File: src/mvgd_pkg.sv
package mvgd_pkg;

    typedef enum logic [1:0] {
        MODE_EVAL      = 2'd0,
        MODE_LOAD_MEAN = 2'd1,
        MODE_LOAD_ROW  = 2'd2,
        MODE_NONE      = 2'd3
    } mode_t;

    localparam int ELEM_W       = 16;
    localparam int DX_W         = ELEM_W + 1;
    localparam int PROD_W       = ELEM_W + DX_W;
    localparam int NUM_ELEMS    = 4;
    localparam int EXP_DEPTH    = 64;
    localparam int EXP_IDX_W    = 6;
    localparam int EXP_ENTRY_W  = 17;
    localparam int NORM_W       = 32;
    localparam logic [NORM_W-1:0] NORM_RESET = 32'd1660;
    localparam logic [15:0] HALF_LOG2E_Q16 = 16'd47274;
    localparam logic [63:0] LN2_Q32 = 64'd2977044472;
    localparam int SHIFT_ZERO   = 48;

    typedef logic [EXP_ENTRY_W-1:0] exp_rom_t [EXP_DEPTH];

    // Entry k holds 2^(-k/EXP_DEPTH) in Q1.16, from a truncated Taylor series of exp(-z).
    function automatic exp_rom_t build_exp_rom();
        exp_rom_t   rom;
        logic [63:0] z;
        logic [63:0] term;
        logic [63:0] sum;
        for (int k = 0; k < EXP_DEPTH; k++) begin
            z = (64'(k) * LN2_Q32) / 64'(EXP_DEPTH);
            term = 64'd1 << 32;
            sum = term;
            for (int i = 1; i <= 20; i++) begin
                term = ((term * z) >> 32) / 64'(i);
                if ((i % 2) == 1) begin
                    sum = sum - term;
                end else begin
                    sum = sum + term;
                end
            end
            rom[k] = EXP_ENTRY_W'((sum + 64'd32768) >> 16);
        end
        return rom;
    endfunction

    localparam exp_rom_t EXP_ROM = build_exp_rom();

endpackage

File: src/mvgd_merge.sv
module mvgd_merge import mvgd_pkg::*; #(
    parameter int DIM = 4,
    parameter int QI_W = 53,
    parameter int Q_W = 56
) (
    input  logic                     aclk,
    input  logic                     en,
    input  logic signed [QI_W-1:0]   qi [DIM],
    input  logic [NORM_W-1:0]        norm_factor,
    output logic [31:0]              density,
    output logic                     saturated
);

    logic signed [Q_W-1:0] q_sum;
    logic [Q_W-1:0]        uq;
    logic [31:0]           lo_reg;
    logic                  big4_reg, sat4_reg;
    logic [31:0]           t_reg;
    logic                  big5_reg, sat5_reg;
    logic [47:0]           t_full;
    logic [15:0]           n_int;
    logic [EXP_IDX_W-1:0]  idx;
    logic [NORM_W+EXP_ENTRY_W-1:0] prod_reg;
    logic [5:0]            sh_reg;
    logic                  zero6_reg, sat6_reg;
    logic [NORM_W+EXP_ENTRY_W-1:0] shifted;
    logic [31:0]           dens_reg;
    logic                  sat7_reg;

    always_comb begin
        q_sum = '0;
        for (int i = 0; i < DIM; i++) begin
            q_sum = q_sum + Q_W'(qi[i]);
        end
        uq = q_sum[Q_W-1] ? '0 : q_sum;
        t_full = 48'(lo_reg) * 48'(HALF_LOG2E_Q16);
        n_int = t_reg[31:16];
        idx = t_reg[15:16-EXP_IDX_W];
        shifted = (prod_reg >> 16) >> sh_reg;
    end

    always_ff @(posedge aclk) begin
        if (en) begin
            lo_reg    <= uq[39:8];
            big4_reg  <= |uq[Q_W-1:40];
            sat4_reg  <= q_sum[Q_W-1];
            t_reg     <= t_full[47:16];
            big5_reg  <= big4_reg;
            sat5_reg  <= sat4_reg;
            prod_reg  <= (NORM_W+EXP_ENTRY_W)'(norm_factor) *
                         (NORM_W+EXP_ENTRY_W)'(EXP_ROM[idx]);
            sh_reg    <= n_int[5:0];
            zero6_reg <= big5_reg || (n_int >= 16'(SHIFT_ZERO));
            sat6_reg  <= sat5_reg;
            dens_reg  <= zero6_reg ? '0 : shifted[31:0];
            sat7_reg  <= sat6_reg;
        end
    end

    assign density   = dens_reg;
    assign saturated = sat7_reg;

endmodule

File: config.mk
export PLATFORM = sky130hd
export DESIGN_NAME = mvgd_merge
export DESIGN_NICKNAME = d
export VERILOG_FILES = /design/src/mvgd_pkg.sv /design/src/mvgd_merge.sv
export SDC_FILE = /design/constraint.sdc
export NUM_CORES = 2
export LEC_CHECK = 0
export ABC_AREA = 0
export BUFFER_PORTS_ARGS = -buffer_cell sky130_fd_sc_hd__buf_4
export CAP_MARGIN = 20
export CORE_MARGIN = 3
export CORE_UTILIZATION = 33
export DETAILED_ROUTE_END_ITERATION = 6
export PLACE_DENSITY_LB_ADDON = 0.1
export SLEW_MARGIN = 20
export SYNTH_ARGS = -nofsm -noshare
export SYNTH_HDL_FRONTEND = slang
export SYNTH_SLANG_ARGS = --single-unit
File: constraint.sdc
create_clock -name aclk -period 15 [get_ports aclk]
set_input_delay 1.5 -clock aclk [delete_from_list [all_inputs] [get_ports aclk]]
set_output_delay 1.5 -clock aclk [all_outputs]
set_load 0.05 [all_outputs]
* After elaboration in Yosys (flattened, before gate mapping)
Memories as Yosys holds them, arrays and structs flattened. Cells that the tools add are included.
Word-level totals: logic and storage cells 27, ROM bits 1088, bits in registers 158, output and inout bits 33, input bits 246, bits in writable memories 0, memories 1, latch bits 0
Cells by class: reduce and logical (&&, ||, !) cells 2, divide/modulo/power cells 0, shift operators 1, bitwise logic cells 1, mux-type cells 3, multiply operators 2, magnitude comparators 2, add/sub/neg operators 3, equal/unequal tests 0
Memory list:
- (no name shown) | words 64, width 17, read ports 1, clocked after memory_dff 0, wr ports 0, line mvgd_merge.sv:51 | (NORM_W+EXP_ENTRY_W)'(EXP_ROM[idx]);
Operator list (number):
- $add A55 B53 Y56 | 1
- $add A54 B53 Y55 | 1
- $mux W55 | 1
- $add A53 B53 Y54 | 1
- $mul A32 B17 Y49 | 1
- $mul A32 B15 Y47 const B | 1
- $mux W17 | 2
- $shr A33 B6 Y32 | 1
- $ge A16 B6 Y1 const B | 1
- $reduce_or A16 Y1 | 1
- $ge A7 B7 Y1 const B | 1
- $not A6 Y7 | 1
- $logic_or A1 B1 Y1 | 1

* Logic depth before layout (Yosys ltp)
depth after elaboration 5, mapped depth 33, gate-level depth less buffers 32

* Worst setup path before layout
Ideal clock, no wire load.
path type reg-to-reg, start point reg t_reg[11], end point reg prod_reg[48] (data pin), data required time 14739 ps, setup time 261 ps, data arrival time 7918 ps, buffers on the path 2, stages on the path, launching flop included 31, clock period less this slack 8179 ps, slack 6821 ps, cell sequence edfxtp_1 -> clkinv_1 -> ha_1 -> clkbuf_1 -> nor2_1 -> o21ai_0 -> o31ai_1 -> mux4_2 -> clkbuf_1 -> and2_1 -> fa_1 -> inv_1 -> fa_1 -> fa_1 -> inv_1 -> fa_1 -> fa_1 -> inv_1 -> fa_1 -> inv_1 -> ha_1 -> and2_1 -> a221o_1 -> a21oi_1 -> o31ai_1 -> or2_2 -> o2111ai_1 -> nor2_1 -> a211oi_1 -> o21ai_0 -> xnor2_1
Between the ends: longest elaborated chain between the ends 5
RTL lines:
- start, declared | line mvgd_merge.sv:18 | logic [31:0] t_reg;
- start signal, assigned | line mvgd_merge.sv:47 | t_reg <= t_full[47:16];
- $not A6 Y7 (not written as such) | line mvgd_merge.sv:51
- $mem_v2 Z64 W17
- $mux W17 (not written as such) (2 in series) | line mvgd_merge.sv:51
- $mul A32 B17 Y49 | line mvgd_merge.sv:50 | prod_reg <= (NORM_W+EXP_ENTRY_W)'(norm_factor) *
- end signal, assigned | line mvgd_merge.sv:50
- end, declared | line mvgd_merge.sv:23 | logic [NORM_W+EXP_ENTRY_W-1:0] prod_reg;
Every way passes these cells. The select of a mux whose other input is x is not followed. A chain may end at the register's enable or synchronous reset.

* Final worst setup path
start point reg t_reg[11], end point reg prod_reg[42] (data pin)
The elaborated chain is that of the path after synthesis.

==> impl_metrics.env <==
export IMPL_first_global_vias=28604
export IMPL_die_area_um2=114300
export IMPL_layout_common_cells="717 x fa_1, 710 x inv_1, 480 x nand2_1"
export IMPL_status="finished, final reports clean"
export IMPL_r2r_start="t_reg[11]"
export IMPL_post_cts_buffers=0
export IMPL_fmax_mhz=104.2
export IMPL_synth_fp_nets=5188
export IMPL_crit_path_start_kind="flip-flop"
export IMPL_yosysSeqAreaShare_pct=10.89
export IMPL_clkSinkCount=132
export IMPL_worstPathArrival_ps=9790
export IMPL_required_ps=15200
export IMPL_grt_use_total_pct=18.48
export IMPL_synth_ff_type="edfxtp_1"
export IMPL_synthSimpleGateAreaFrac_pct=13.29
export IMPL_hold_viol=0
export IMPL_die_x_um=338.1
export IMPL_hold_class="flip-flop to flip-flop"
export IMPL_initial_core_util_pct=33.35
export IMPL_netlist_area_um2=36400
export IMPL_routedWlPerCell_um=18.99
export IMPL_routed_via_density=4.885
export IMPL_cts_buffers=17
export IMPL_cts_root_buf="clkbuf_16"
export IMPL_crit_start="t_reg[11]"
export IMPL_tightest_slew_ps=987.9
export IMPL_worst_clock_skew_ps=11.20
export IMPL_synth_top_family_by_area="adder cells"
export IMPL_setup_viol=0
export IMPL_fin_util_pct=37.19
export IMPL_synth_edff_count=132
export IMPL_multi_input_area_um2=29200
export IMPL_clkTransAtPathRegs_ps=70
export IMPL_port_buffers=278
export IMPL_overflow=0
export IMPL_seq_area_um2=3964
export IMPL_grt_max_degree=76
export IMPL_die_y_um=338.1
export IMPL_worstSetupPathType="flip-flop to flip-flop"
export IMPL_r2r_slack_ps=5400
export IMPL_synthArstFlopShare_pct=0
export IMPL_drt_first_pass_iters=7
export IMPL_fillers=11151
export IMPL_drt_iter0_markers=1627
export IMPL_synth_xor_area_share_pct=2.286
export IMPL_yosysWarnings=0
export IMPL_cts_resized=0
export IMPL_slew_violations=0
export IMPL_cts_hold_buf=0
export IMPL_core_area_um2=109200
export IMPL_area_growth_pct=11.50
export IMPL_num_io_pins=279
export IMPL_drive_above_1_share_pct=9.890
export IMPL_synthCells=3830
export IMPL_fin_crit_sh_pct=63.99
export IMPL_synth_compound_area_share_pct=9.232
export IMPL_fin_crit_ps=9598
export IMPL_layout_commonest_cell="fa_1"
export IMPL_grt_pass1_wl_mm=167.1
export IMPL_rsz0062_at_grt="false"
export IMPL_synth_seq_cells=132
export IMPL_synth_cell_types=76
export IMPL_muxShareOfSynthArea_pct=2.186
export IMPL_finalSetupTns_ps=0
export IMPL_reg2reg_depth=27
export IMPL_fin_area_um2=40590
export IMPL_largest_reg_flops=33
export IMPL_cts_path_max_buffers=2
export IMPL_cts_tree="yes"
export IMPL_rows=121
export IMPL_synthAdderAreaFrac_pct=53.00
export IMPL_cap_viol_max_count=0
export IMPL_gp_congestion=0.8649
export IMPL_num_vias=26781
export IMPL_clkLatencyLatePin_ps=450
export IMPL_hold_depth=0
export IMPL_htreeDepth=4
export IMPL_finalWirelength_mm=104.1
export IMPL_reg2reg_to="prod_reg[42]"
export IMPL_route_detailed_drc=0
export IMPL_endpoint="prod_reg[42]"
export IMPL_hpwl_mm=87.49
export IMPL_ant_nets=0
export IMPL_cp_max_fo=32
export IMPL_worstSetupEndpointType="flip-flop"
export IMPL_final_nets=5349
export IMPL_grt_antenna_before_repair=2
export IMPL_syn_area_per_cell_um2=9.505
export IMPL_place_area_um2=39970
export IMPL_slew_headroom_pct=34.07
-- worst max-delay path, stage by stage, from the launching register on --
cell      delay [ps]
edfxtp_1         570
clkinv_1         430
ha_1             680
nor2_1           160
o21ai_0          190
o31ai_1           90
mux4_2           520
buf_4            270
and2_1           230
fa_1             490
inv_1             50
fa_1             460
fa_1             520
inv_1             60
fa_1             550
fa_1             430
fa_1             440
ha_1             300
a21oi_1          260
o21bai_1         130
nor4_1           640
o31ai_1          210
o31ai_1          480
o21ai_0          300
o21ai_0          310
nand2_1          130
a221oi_1         320
xnor2_1           90
-- kinds of logic after synthesis --
group	Yosys count
fa+ha+maj	1112
compound gates	523
buf+inv	876
xor+xnor	95
mux	57
flops	132
simple gates	1035
-- layout make-up --
cell class | instances | area share (%)
flip-flops and latches | 132 | 9.765
diodes | 2 | 0.01233
clock inverters | 15 | 0.4654
well taps | 1476 | 4.550
clock buffers | 17 | 1.048
inverters | 714 | 6.602
repair buffers | 304 | 5.631
multi-input cells | 2822 | 71.93
-- layer usage --
layer  share of wire (%)  global-route usage, %  vias to the layer above
met3                 3.4                  1.785                       48
met2                  45                  29.00                      511
met5                   0                      0                        -
met4                0.91                  2.590                        0
met1                  50                  28.13                    13673
li1                    -                      -                    12549
-- how the worst min path moves through the flow --
stage | from | end | slack, ps
after floorplan | big4_reg | big5_reg | 400
after global placement | sat5_reg | sat6_reg | 410
after detailed placement | sat6_reg | saturated | 400
after CTS | sat6_reg | saturated | 420
after global routing | sat5_reg | sat6_reg | 430
final | t_reg[16] | sh_reg[0] | 420
-- through the flow --
step           setup slack (ps)  std cells  hold slack, ps
3_3_place_gp               5653       5448           405.3
6_report                   5402       5482           420.3
4_1_cts                    5593       5480           421.5
3_5_place_dp               5656       5448           404.5
5_1_grt                    4915       5482           425.8
2_1_floorplan              6821       3830           400.3
-- synth_stat cells (16+ instances only) --
master / count / area (um2)
fa_1: 717 / 14350
inv_1: 710 / 2665
nand2_1: 480 / 1802
ha_1: 395 / 4942
and2_1: 201 / 1257
nor2_1: 168 / 630.6
a21oi_1: 155 / 775.7
clkbuf_1: 134 / 503.0
edfxtp_1: 132 / 3964
o21ai_0: 106 / 530.5
a21o_1: 57 / 427.9
xnor2_1: 52 / 455.4
nor2b_1: 45 / 281.5
xor2_1: 43 / 376.6
nand4_1: 32 / 200.2
mux2i_1: 30 / 300.3
a211oi_1: 29 / 217.7
nor3_1: 23 / 115.1
nand3_1: 19 / 95.09
buf_2: 18 / 90.09
a31oi_1: 17 / 106.4
mux4_2: 17 / 382.9
nand2b_1: 16 / 100.1
o31ai_1: 16 / 120.1
Power is not shown: default switching activity piles up to over one toggle a cycle in this logic, so the estimate is an artifact.
